[src/hw/rtl/keyframe_linear_interpolator_defines.svh]
// ----------------------------------------------------------------------------
// Keyframe linear interpolator assertion macros
// Shared checking macros; they compile to nothing when SYNTHESIS is defined.
// ----------------------------------------------------------------------------
`ifndef KEYFRAME_LINEAR_INTERPOLATOR_DEFINES_SVH
`define KEYFRAME_LINEAR_INTERPOLATOR_DEFINES_SVH
`ifndef SYNTHESIS
`define KLI_ASSERT(name, prop, msg) \
	name: assert property (@(posedge clk) disable iff (!arst_n) prop) else $error(msg);
`define KLI_NEVER(name, cond, msg) `KLI_ASSERT(name, !(cond), msg)
`else
`define KLI_ASSERT(name, prop, msg)
`define KLI_NEVER(name, cond, msg)
`endif
`endif

[src/hw/rtl/kli_pkg.sv]
// ----------------------------------------------------------------------------
// kli_pkg
// Constants and controller/datapath interface types of the keyframe player.
// ----------------------------------------------------------------------------
package kli_pkg;

	localparam int MAX_KEYFRAMES = 9;
	localparam int NUM_CH        = 8;
	localparam int CH_W          = 32;
	localparam int ROW_W         = NUM_CH * CH_W;
	localparam int STEP_W        = 16;
	localparam int FRAME_W       = $clog2(MAX_KEYFRAMES + 1);
	localparam int IDX_W         = $clog2(MAX_KEYFRAMES);
	localparam int STAT_W        = 4;
	localparam int OUT_BITS      = ROW_W + 1 + 2 * STAT_W;
	localparam int OUT_W         = ((OUT_BITS + 7) / 8) * 8;
	localparam int DIV_CNT_W     = $clog2(CH_W);
	localparam logic [STEP_W-1:0] STEPS_RESET = 16'd190;

	typedef enum logic [1:0] {
		REQ_SAVE = 2'd0,
		REQ_PLAY = 2'd1,
		REQ_TICK = 2'd2,
		REQ_NONE = 2'd3
	} req_t;

	typedef struct packed {
		logic              save;
		logic [IDX_W-1:0]  wr_addr;
		logic [IDX_W-1:0]  rd_addr;
		logic              latch_a;
		logic              load_pose_row;
		logic              div_start;
		logic              div_step;
		logic              div_write;
		logic              add_inc;
		logic              load_out;
		logic              playing;
		logic [STAT_W-1:0] segment;
		logic [STAT_W-1:0] frames;
		logic [STEP_W-1:0] divisor;
	} cmd_t;

	typedef struct packed {
		logic div_last;
	} stat_t;

endpackage

[src/hw/rtl/kli_ctrl.sv]
// ----------------------------------------------------------------------------
// kli_ctrl
// Request decoder and sequencer: counters, play state and handshakes.
// ----------------------------------------------------------------------------
`include "keyframe_linear_interpolator_defines.svh"

module kli_ctrl (
	input  logic                       clk,
	input  logic                       arst_n,
	input  logic                       s_axis_tvalid,
	output logic                       s_axis_tready,
	input  logic [1:0]                 s_axis_tuser,
	output logic                       m_axis_tvalid,
	input  logic                       m_axis_tready,
	input  logic                       cfg_valid,
	output logic                       cfg_ready,
	input  logic [kli_pkg::STEP_W-1:0] cfg_data,
	output kli_pkg::cmd_t              cmd,
	input  kli_pkg::stat_t             stat
);

	localparam int FW = kli_pkg::FRAME_W;
	localparam int IW = kli_pkg::IDX_W;
	localparam logic [FW-1:0] FRAME_MAX  = FW'(kli_pkg::MAX_KEYFRAMES);
	localparam logic [FW-1:0] TWO_FRAMES = FW'(2);

	typedef enum logic [2:0] {
		ST_IDLE,
		ST_RD_B,
		ST_DIV_LD,
		ST_DIV,
		ST_DIV_WR,
		ST_DONE
	} state_t;

	state_t                    state_q;
	logic [FW-1:0]             frame_q;
	logic [IW-1:0]             seg_q;
	logic [kli_pkg::STEP_W-1:0] step_q;
	logic [kli_pkg::STEP_W-1:0] steps_q;
	logic                      play_q;
	logic                      start_q;
	logic                      out_valid_q;

	kli_pkg::req_t             req;
	logic                      accept;
	logic [kli_pkg::STEP_W-1:0] eff_steps;
	logic                      frame_full;
	logic                      can_start;
	logic                      seg_end;
	logic [FW:0]               seg_next;
	logic [FW:0]               seg_plus2;
	logic                      seg_stop;
	logic [FW+kli_pkg::STAT_W-1:0] frame_ext;
	logic [IW+kli_pkg::STAT_W-1:0] seg_ext;

	assign req        = kli_pkg::req_t'(s_axis_tuser);
	assign s_axis_tready = (state_q == ST_IDLE);
	assign accept     = s_axis_tvalid && s_axis_tready;
	assign m_axis_tvalid = out_valid_q;
	assign cfg_ready  = 1'b1;
	assign eff_steps  = (steps_q == '0) ? kli_pkg::STEP_W'(1) : steps_q;
	assign frame_full = (frame_q == FRAME_MAX);
	assign can_start  = !play_q && (frame_q >= TWO_FRAMES);
	assign seg_end    = (step_q >= eff_steps);
	assign seg_next   = (FW+1)'(seg_q) + 1'b1;
	assign seg_plus2  = (FW+1)'(seg_q) + (FW+1)'(2);
	// Running past the last segment: next index plus two exceeds the frame count.
	assign seg_stop   = ((seg_next + (FW+1)'(2)) > {1'b0, frame_q});
	assign frame_ext  = {{kli_pkg::STAT_W{1'b0}}, frame_q};
	assign seg_ext    = {{kli_pkg::STAT_W{1'b0}}, seg_q};

	always_comb begin
		cmd               = '0;
		cmd.wr_addr       = frame_q[IW-1:0];
		cmd.playing       = play_q;
		cmd.segment       = seg_ext[kli_pkg::STAT_W-1:0];
		cmd.frames        = frame_ext[kli_pkg::STAT_W-1:0];
		cmd.divisor       = eff_steps;
		case (state_q)
			ST_IDLE: begin
				cmd.rd_addr = (req == kli_pkg::REQ_PLAY) ? '0 : seg_next[IW-1:0];
				cmd.save    = accept && (req == kli_pkg::REQ_SAVE) && !frame_full;
				cmd.add_inc = accept && (req == kli_pkg::REQ_TICK) && play_q && !seg_end;
			end
			ST_RD_B: begin
				cmd.rd_addr       = seg_q + IW'(1);
				cmd.latch_a       = 1'b1;
				cmd.load_pose_row = start_q;
			end
			ST_DIV_LD: cmd.div_start = 1'b1;
			ST_DIV:    cmd.div_step  = 1'b1;
			ST_DIV_WR: cmd.div_write = 1'b1;
			ST_DONE:   cmd.load_out  = !out_valid_q || m_axis_tready;
			default:   cmd.load_out  = 1'b0;
		endcase
	end

	always_ff @(posedge clk or negedge arst_n) begin
		if (!arst_n) begin
			state_q     <= ST_IDLE;
			frame_q     <= '0;
			seg_q       <= '0;
			step_q      <= '0;
			steps_q     <= kli_pkg::STEPS_RESET;
			play_q      <= 1'b0;
			start_q     <= 1'b0;
			out_valid_q <= 1'b0;
		end else begin
			if (cfg_valid && cfg_ready) begin
				steps_q <= cfg_data;
			end
			if (cmd.load_out) begin
				out_valid_q <= 1'b1;
			end else if (m_axis_tready) begin
				out_valid_q <= 1'b0;
			end
			case (state_q)
				ST_IDLE: begin
					if (accept) begin
						state_q <= ST_DONE;
						case (req)
							kli_pkg::REQ_SAVE: begin
								if (!frame_full) begin
									frame_q <= frame_q + 1'b1;
								end
							end
							kli_pkg::REQ_PLAY: begin
								if (can_start) begin
									seg_q   <= '0;
									step_q  <= '0;
									start_q <= 1'b1;
									play_q  <= 1'b1;
									state_q <= ST_RD_B;
								end else begin
									play_q <= 1'b0;
								end
							end
							kli_pkg::REQ_TICK: begin
								if (play_q) begin
									if (!seg_end) begin
										step_q <= step_q + 1'b1;
									end else if (seg_stop) begin
										seg_q  <= '0;
										play_q <= 1'b0;
									end else begin
										seg_q   <= seg_next[IW-1:0];
										step_q  <= '0;
										start_q <= 1'b0;
										state_q <= ST_RD_B;
									end
								end
							end
							default: state_q <= ST_DONE;
						endcase
					end
				end
				ST_RD_B:   state_q <= ST_DIV_LD;
				ST_DIV_LD: state_q <= ST_DIV;
				ST_DIV: begin
					if (stat.div_last) begin
						state_q <= ST_DIV_WR;
					end
				end
				ST_DIV_WR: state_q <= ST_DONE;
				ST_DONE: begin
					if (cmd.load_out) begin
						state_q <= ST_IDLE;
					end
				end
				default: state_q <= ST_IDLE;
			endcase
		end
	end

	`KLI_ASSERT(a_play_needs_two, play_q |-> (frame_q >= TWO_FRAMES), "playing with fewer than two frames")
	`KLI_ASSERT(a_seg_in_range, play_q |-> (seg_plus2 <= {1'b0, frame_q}), "segment beyond last frame")
	`KLI_NEVER(a_frame_bound, frame_q > FRAME_MAX, "frame count exceeds table depth")
	`KLI_ASSERT(a_busy_after_accept, accept |=> !s_axis_tready, "input taken again without processing")
	`KLI_NEVER(a_out_overwrite, cmd.load_out && out_valid_q && !m_axis_tready, "result overwritten")

endmodule
[config.mk]
export PLATFORM = sky130hd
export DESIGN_NAME = kli_ctrl
export DESIGN_NICKNAME = d
export VERILOG_FILES = /design/src/hw/rtl/kli_pkg.sv /design/src/hw/rtl/kli_ctrl.sv
export VERILOG_INCLUDE_DIRS = /design/src /design/src/hw/rtl
export SDC_FILE = /design/constraint.sdc
export NUM_CORES = 1
export LEC_CHECK = 0
export BUFFER_PORTS_ARGS = -buffer_cell sky130_fd_sc_hd__buf_2
export CORE_AREA = 2 2 149 93
export DETAILED_ROUTE_END_ITERATION = 10
export DIE_AREA = 0 0 151 95
export PLACE_DENSITY_LB_ADDON = 0.08
export SETUP_SLACK_MARGIN = 0.4
export SLEW_MARGIN = 20
export SYNTH_ARGS = -nofsm -noshare
export SYNTH_HDL_FRONTEND = slang
export SYNTH_SLANG_ARGS = --single-unit
[constraint.sdc]
create_clock -name clk -period 6.6 [get_ports clk]
set_input_delay 0.99 -clock clk [delete_from_list [all_inputs] [get_ports clk]]
set_output_delay 0.99 -clock clk [all_outputs]
set_load 0.03 [all_outputs]
==> results of run 1 <==
worst max path at each step:
stage               to  slack, ns  cells past startpoint
6_report       cmd[26]       2.23                     11
5_1_grt        cmd[26]       1.88                     11
4_1_cts        cmd[26]       2.18                     11
3_5_place_dp   cmd[26]       2.51                     11
3_3_place_gp   cmd[26]       2.59                     11
2_1_floorplan  cmd[26]       2.76                     10
final cells by class:
| type | count | area [µm²] |
|---|---|---|
| clock buffer | 7 | 132.6 |
| fill | 1427 | 9435 |
| inverter | 32 | 120.1 |
| multi-input combinational | 249 | 1719 |
| sequential | 46 | 1159 |
| tap | 175 | 219.0 |
| timing repair buffer | 68 | 345.3 |
Yosys cell counts, types with 4 or more instances:
master | count | area share (%)
a21oi_1 | 17 | 2.7
a32o_1 | 4 | 1.3
and2_1 | 5 | 0.98
and3_1 | 5 | 0.98
buf_4 | 9 | 2.1
clkbuf_1 | 23 | 2.7
dfrtp_1 | 40 | 31
dfstp_2 | 6 | 5.0
ha_1 | 29 | 11
inv_1 | 32 | 3.8
nand2_1 | 42 | 5.0
nand2b_1 | 5 | 0.98
nand3_1 | 9 | 1.4
nand4_1 | 7 | 1.4
nor2_1 | 13 | 1.5
nor4_1 | 10 | 2.0
o211ai_1 | 8 | 1.9
o21a_1 | 4 | 0.94
o21ai_0 | 27 | 4.3
o31ai_1 | 6 | 1.4
xnor2_1 | 4 | 1.1
per-stage QoR:
stage,total power [mW],setup slack [ns]
2_1_floorplan,0.7286,2.758
3_3_place_gp,0.8422,2.587
3_5_place_dp,0.8386,2.506
4_1_cts,1.096,2.176
5_1_grt,1.157,1.876
6_report,1.076,2.233
cells by family after synthesis:
| logic type | after synthesis | synth area share [%] |
|---|---|---|
| and+or+nand+nor | 113 | 18.54 |
| AOI/OAI and AO/OA | 97 | 21.34 |
| buffers and inverters | 68 | 9.449 |
| DFF | 46 | 36.46 |
| adders and majority gates | 29 | 11.42 |
| xor gates and xnor gates | 5 | 1.378 |
| muxes | 4 | 1.299 |
| other | 1 | 0.1180 |
flip-flops by register name, indices dropped and copies added, names as in the netlist:
signal and count:
steps_q 16, frame_q 4, state_q 3, play_q 1
seg_q 4, step_q 16, start_q 1, m_axis_tvalid 1
layer usage:
metal  share of wire (%)  global-route usage, %  up-vias
met5                   0                      0        -
met3                 4.4                  3.140        6
met4                0.55                  2.804        0
met1                  57                  21.49     1285
met2                  38                  15.83       42
li1                    -                      -     1371
power groups by stage:
stage | Sequential [mW] | Clock [mW] | Combinational, mW
2_1_floorplan | 0.393 | 0 | 0.336
5_1_grt | 0.412 | 0.269 | 0.476
6_report | 0.403 | 0.245 | 0.428
3_3_place_gp | 0.409 | 0 | 0.433
3_5_place_dp | 0.409 | 0 | 0.430
4_1_cts | 0.403 | 0.261 | 0.432
worst max-delay path: cells and delay by family (launching register included):
family	cells	cell delay [ns]
flip-flops	1	0.39
adder cells (fa/ha/maj)	1	0.23
AND/OR/NAND/NOR	5	1.31
buffers and inverters	1	0.21
AO/OA/AOI/OAI	4	0.93
==> flow_summary.ini, run 1 <==
[timing]
tightestPinTransition_ns = 0.8941
fin_crit_ns = 4.367
min_period_over_period_pct = 66.16
max_freq_ghz = 0.2290
slew_violations = 0
hold_viol_final = 0
skew_ns = 0.003710
maxSlewHeadroom_pct = 40.39
setup_viol = 0
tns_ns = 0
rsz0062_at_grt = false
whs_ns = 0.4982

[yosys]
synth.distinct_cells = 57
async_reset_ff_share_pct = 100.0
yosysWarnings = 0
synth-seq-area-share_pct = 36.46
synth_edf_count = 0
synth_nets = 416
avgSynthCellArea_um2 = 8.755
synth_flop_cell = dfrtp_1
ys_seq_elements = 46
syn_area_um2 = 3178
synthCells = 363

[pwr]
comb_power_share_pct = 39.8
ir_worst_vdd_mv = 0.08966
p_seq_share_pct = 37.4
sw_frac_of_total_pct = 43.16
clkPwrFrac_pct = 22.8
p_leak_nw = 1.754
intPower_uw = 611.3
power.density_nw_per_um2 = 291.1
p_switching_uw = 464.2

[critical_path]
cp_slowest_cell = nor2_1
critical_path_arrival_ns = 3.38
r2r_start = seg_q[0]
cp_max_fo = 10
crit_chain = nor4_1, a41o_1, ha_1, nor2_1, a21oi_1, o41ai_2, a311oi_2, nor2_1, nand2_1, nor2_1, buf_2
startpoint_type = register
path_class = register to output pin
max_stage_delay_ns = 0.61
reg2reg_to = step_q[8]
crit_start = steps_q[8]
reg2reg_setup_slack_ns = 2.89
r2r_cells = 13
crit_required_ns = 5.61
crit_path_end_kind = output pin
cpMostUsedCell = nor2_1

[routing]
drt_iter0_drc = 161
viasPerCell = 4.686
wl_per_cell_um = 15.39
wl_um = 8881
drtAntennaViolNets = 0
vias = 2704
drc = 0
first_pass_iters = 4

[finish]
layout-drive-gt1-share_pct = 22.89
design_area_um2 = 3695
fin_util_pct = 28.14
antenna_cells = 0
synthToLayoutAreaGrowth_pct = 16.26
fin_cells = 577
layout_commonest_cell = buf_2
final_nets = 455
final_cell_mix = 66 x buf_2, 42 x nand2_1, 40 x dfrtp_1, 32 x inv_1, 29 x ha_1

[floorplanning]
io_pins = 68
rows = 33
die_area_um2 = 14350
core_um2 = 13130
die_x_um = 151
start_util_pct = 24.20
chipHeight_um = 95

[clocking]
htreeDepth = 2
cts_inserted_buffers = 5
clock_sinks = 46
cts_setup_buffers = 0
clk_latency_ns = 0.29
path_clk_slew_ns = 0.06
ctsResizeCount = 0
cts_hold_buf = 0
cts_buffer_depth = 2
cts_tree = done
clock-root-buffer = clkbuf_16

[status]
outcome = finished clean

[grt]
grt_pass1_vias = 2511
antenna_found_initial = 0
grt_max_degree = 47
grt_usage_pct = 12.92
grt_pass1_wl_um = 14140
overflow = 0

[place]
port_buffers = 66
dpl_cell_area_um2 = 3562
dp.cells = 570
dp_hpwl_um = 6728
gp_congestion = 0.7448

[worst_hold_path]
whs_endpoint = start_q
hold_depth = 1
worst_hold_path_type = register to register
hp-start = start_q

[flow_run]
drv_cap = 0
Power figures use the tool's default switching activity.
==> run 2, diff against run 1 <==
--- a/config.mk
+++ b/config.mk
@@ -6,10 +6,11 @@
 export SDC_FILE = /design/constraint.sdc
 export NUM_CORES = 1
 export LEC_CHECK = 0
+export ABC_AREA = 1
 export BUFFER_PORTS_ARGS = -buffer_cell sky130_fd_sc_hd__buf_2
-export CORE_AREA = 2 2 149 93
+export CORE_AREA = 2 2 152 94
 export DETAILED_ROUTE_END_ITERATION = 10
-export DIE_AREA = 0 0 151 95
+export DIE_AREA = 0 0 154 96
 export PLACE_DENSITY_LB_ADDON = 0.08
 export SETUP_SLACK_MARGIN = 0.4
 export SLEW_MARGIN = 20
==> constraint.sdc (replaced) <==
create_clock -name clk -period 4.2 [get_ports clk]
set_input_delay 0.63 -clock clk [delete_from_list [all_inputs] [get_ports clk]]
set_output_delay 0.63 -clock clk [all_outputs]
set_load 0.03 [all_outputs]
==> flow_summary.ini, run 2 <==
[timing]
hold_viol_final = 0
min_period_over_period_pct = 79.37
setup_viol = 0
tightestPinTransition_ns = 0.7318
rsz0062_at_grt = false
maxSlewHeadroom_pct = 50.70
slew_violations = 0
fin_crit_ns = 3.334
skew_ns = 0.004475
max_freq_ghz = 0.3000
tns_ns = 0

[floorplanning]
die_x_um = 154
rows = 33
die_area_um2 = 14780
io_pins = 68
chipHeight_um = 96
start_util_pct = 24.51
core_um2 = 13420

[yosys]
synth.distinct_cells = 40
ys_seq_elements = 46
synth_edf_count = 0
synth_flop_cell = dfrtp_1
syn_area_um2 = 3289
yosysWarnings = 0
yosysTopAreaCellShare_pct = 30.43
synth_common_cells = 106 x nand2_1, 63 x inv_1, 40 x dfrtp_1, 29 x ha_1, 29 x o21ai_0
synth-seq-area-share_pct = 35.22
synth_nets = 488
avgSynthCellArea_um2 = 7.562
synthCells = 435
async_reset_ff_share_pct = 100.0
yosysTopAreaCell = dfrtp_1
synth_area_leaders = dfrtp_1 30%, nand2_1 12%, ha_1 11%
yosysMostFrequentCell = nand2_1

[routing]
wl_per_cell_um = 13.24
wl_met3_um = 296
first_pass_iters = 5
drc = 0
viasPerCell = 4.215
wl_um = 8687
met2_length_um = 3221
drtAntennaViolNets = 0
vias = 2765
top_layer_used = met4
drt_iter0_drc = 94
m1WireLength_um = 5086

[finish]
final_cell_mix = 106 x nand2_1, 66 x buf_2, 63 x inv_1, 40 x dfrtp_1
synthToLayoutAreaGrowth_pct = 16.66
antenna_cells = 0
final_nets = 533
reg_top3 = step_q (16), steps_q (16)
layout_commonest_cell = nand2_1
layout-drive-gt1-share_pct = 22.25
design_area_um2 = 3837

[clocking]
clock_sinks = 46
cts_tree = done
ctsResizeCount = 0
cts_hold_buf = 0
clk_latency_ns = 0.29
cts_buffer_depth = 2
cts_inserted_buffers = 5
clock-root-buffer = clkbuf_16
htreeDepth = 2
path_clk_slew_ns = 0.07
cts_setup_buffers = 0

[grt]
overflow = 0
grt_pass1_wl_um = 13770
grt_pass1_vias = 2500
grt_max_degree = 33
grt_usage_pct = 12.21
antenna_found_initial = 0

[status]
outcome = finished clean

[critical_path]
crit_chain = inv_1, nand4_1, o41ai_2, ha_1, inv_1, nand2_1, nand2_1, nand2_1, nand2_1, nand2_1, nand2_1, nand2_1, nand4_1, nor3_1, buf_2
crit_path_end_kind = output pin
startpoint_type = register
critical_path_arrival_ns = 2.70
cp_slowest_cell = dfrtp_1
crit_required_ns = 3.57
cp_max_fo = 6
cpMostUsedCell = nand2_1
path_class = register to output pin
max_stage_delay_ns = 0.39

[place]
dp_hpwl_um = 6802
dpl_cell_area_um2 = 3690
port_buffers = 66
gp_congestion = 0.7637

[pwr]
intPower_mw = 1.020
sw_frac_of_total_pct = 45.72
power.density_nw_per_um2 = 489.9
p_total_mw = 1.880
ir_worst_vdd_mv = 0.1772
p_switching_uw = 859.5
p_leak_nw = 2.036
clkPwrFrac_pct = 22.4
p_seq_share_pct = 34.4
comb_power_share_pct = 43.2

[worst_hold_path]
worst_hold_path_type = primary input to async pin

[flow_run]
drv_cap = 0
==> run 2: cell types whose count changed after synthesis, sizes merged, moves of 10 or more <==
cell / change
nand3: +10
inv: +35
nor2: +16
nand2: +73
xor2: +12
nor4: -10
nor3: +13
==> run 2: kinds of logic after synthesis <==
family | count (synthesis) | share of synthesized area [%]
DFF | 46 | 35.22
other | 1 | 0.1140
AOI/OAI and AO/OA | 52 | 9.510
and+or+nand+nor | 194 | 26.93
adders and majority gates | 29 | 11.03
buffers and inverters | 97 | 12.93
xor gates and xnor gates | 16 | 4.260
==> run 2: stage by stage <==
| stage | cells | util [%] | hold WS (ns) | worst slack (ns) |
|---|---|---|---|---|
| 5_1_grt | 656 | 28.60 | 0.3741 | 0.5505 |
| 3_3_place_gp | 648 | 27.50 | 0.4964 | 1.234 |
| 3_5_place_dp | 648 | 27.50 | 0.4994 | 1.166 |
| 6_report | 656 | 28.60 | 0.3152 | 0.8663 |
| 4_1_cts | 656 | 28.60 | 0.3585 | 0.8153 |
| 2_1_floorplan | 435 | - | 0.3344 | 0.6873 |
==> run 2: final timing paths <==
path	start	end	slack, ns	depth (start not counted)
setup / recovery	steps_q[11]	cmd[26]	0.87	15
hold / removal	arst_n	m_axis_tvalid	0.32	1
setup reg to reg	seg_q[0]	step_q[4]	1.43	21
hold reg to reg	start_q	start_q	0.51	2
max in group asynchronous	arst_n	steps_q[4]	3.07	2
min in group clk	start_q	start_q	0.51	2
==> run 2: layer usage <==
metal	vias to the layer above	GRT usage (%)
met3	8	2.792
met5	-	0
met4	0	3.037
met2	43	15.88
li1	1459	-
met1	1255	19.49
==> run 2: cell type report <==
type                       count  area, µm²
timing repair buffer          67      337.8
inverter                      68      261.5
clock inverter                 1      5.005
tap                          175      219.0
sequential                    46       1159
multi-input combinational    292       1713
clock buffer                   7      142.6
fill                        1462       9582
==> run 2: critical path, delay by kind of cell, from the launching register on <==
family	cells	cell delay, ns
flip-flops	1	0.39
buffers and inverters	3	0.38
adder cells (fa/ha/maj)	1	0.20
AND/OR/NAND/NOR	10	1.14
AO/OA/AOI/OAI	1	0.31
==> run 2: power by group through the flow <==
stage | Sequential (mW) | Combinational [mW] | Clock, mW
global placement | 0.658 | 0.822 | 0
detailed placement | 0.656 | 0.819 | 0
global route | 0.669 | 0.917 | 0.452
finish | 0.647 | 0.811 | 0.421
CTS | 0.648 | 0.823 | 0.436
floorplan | 0.672 | 0.591 | 0
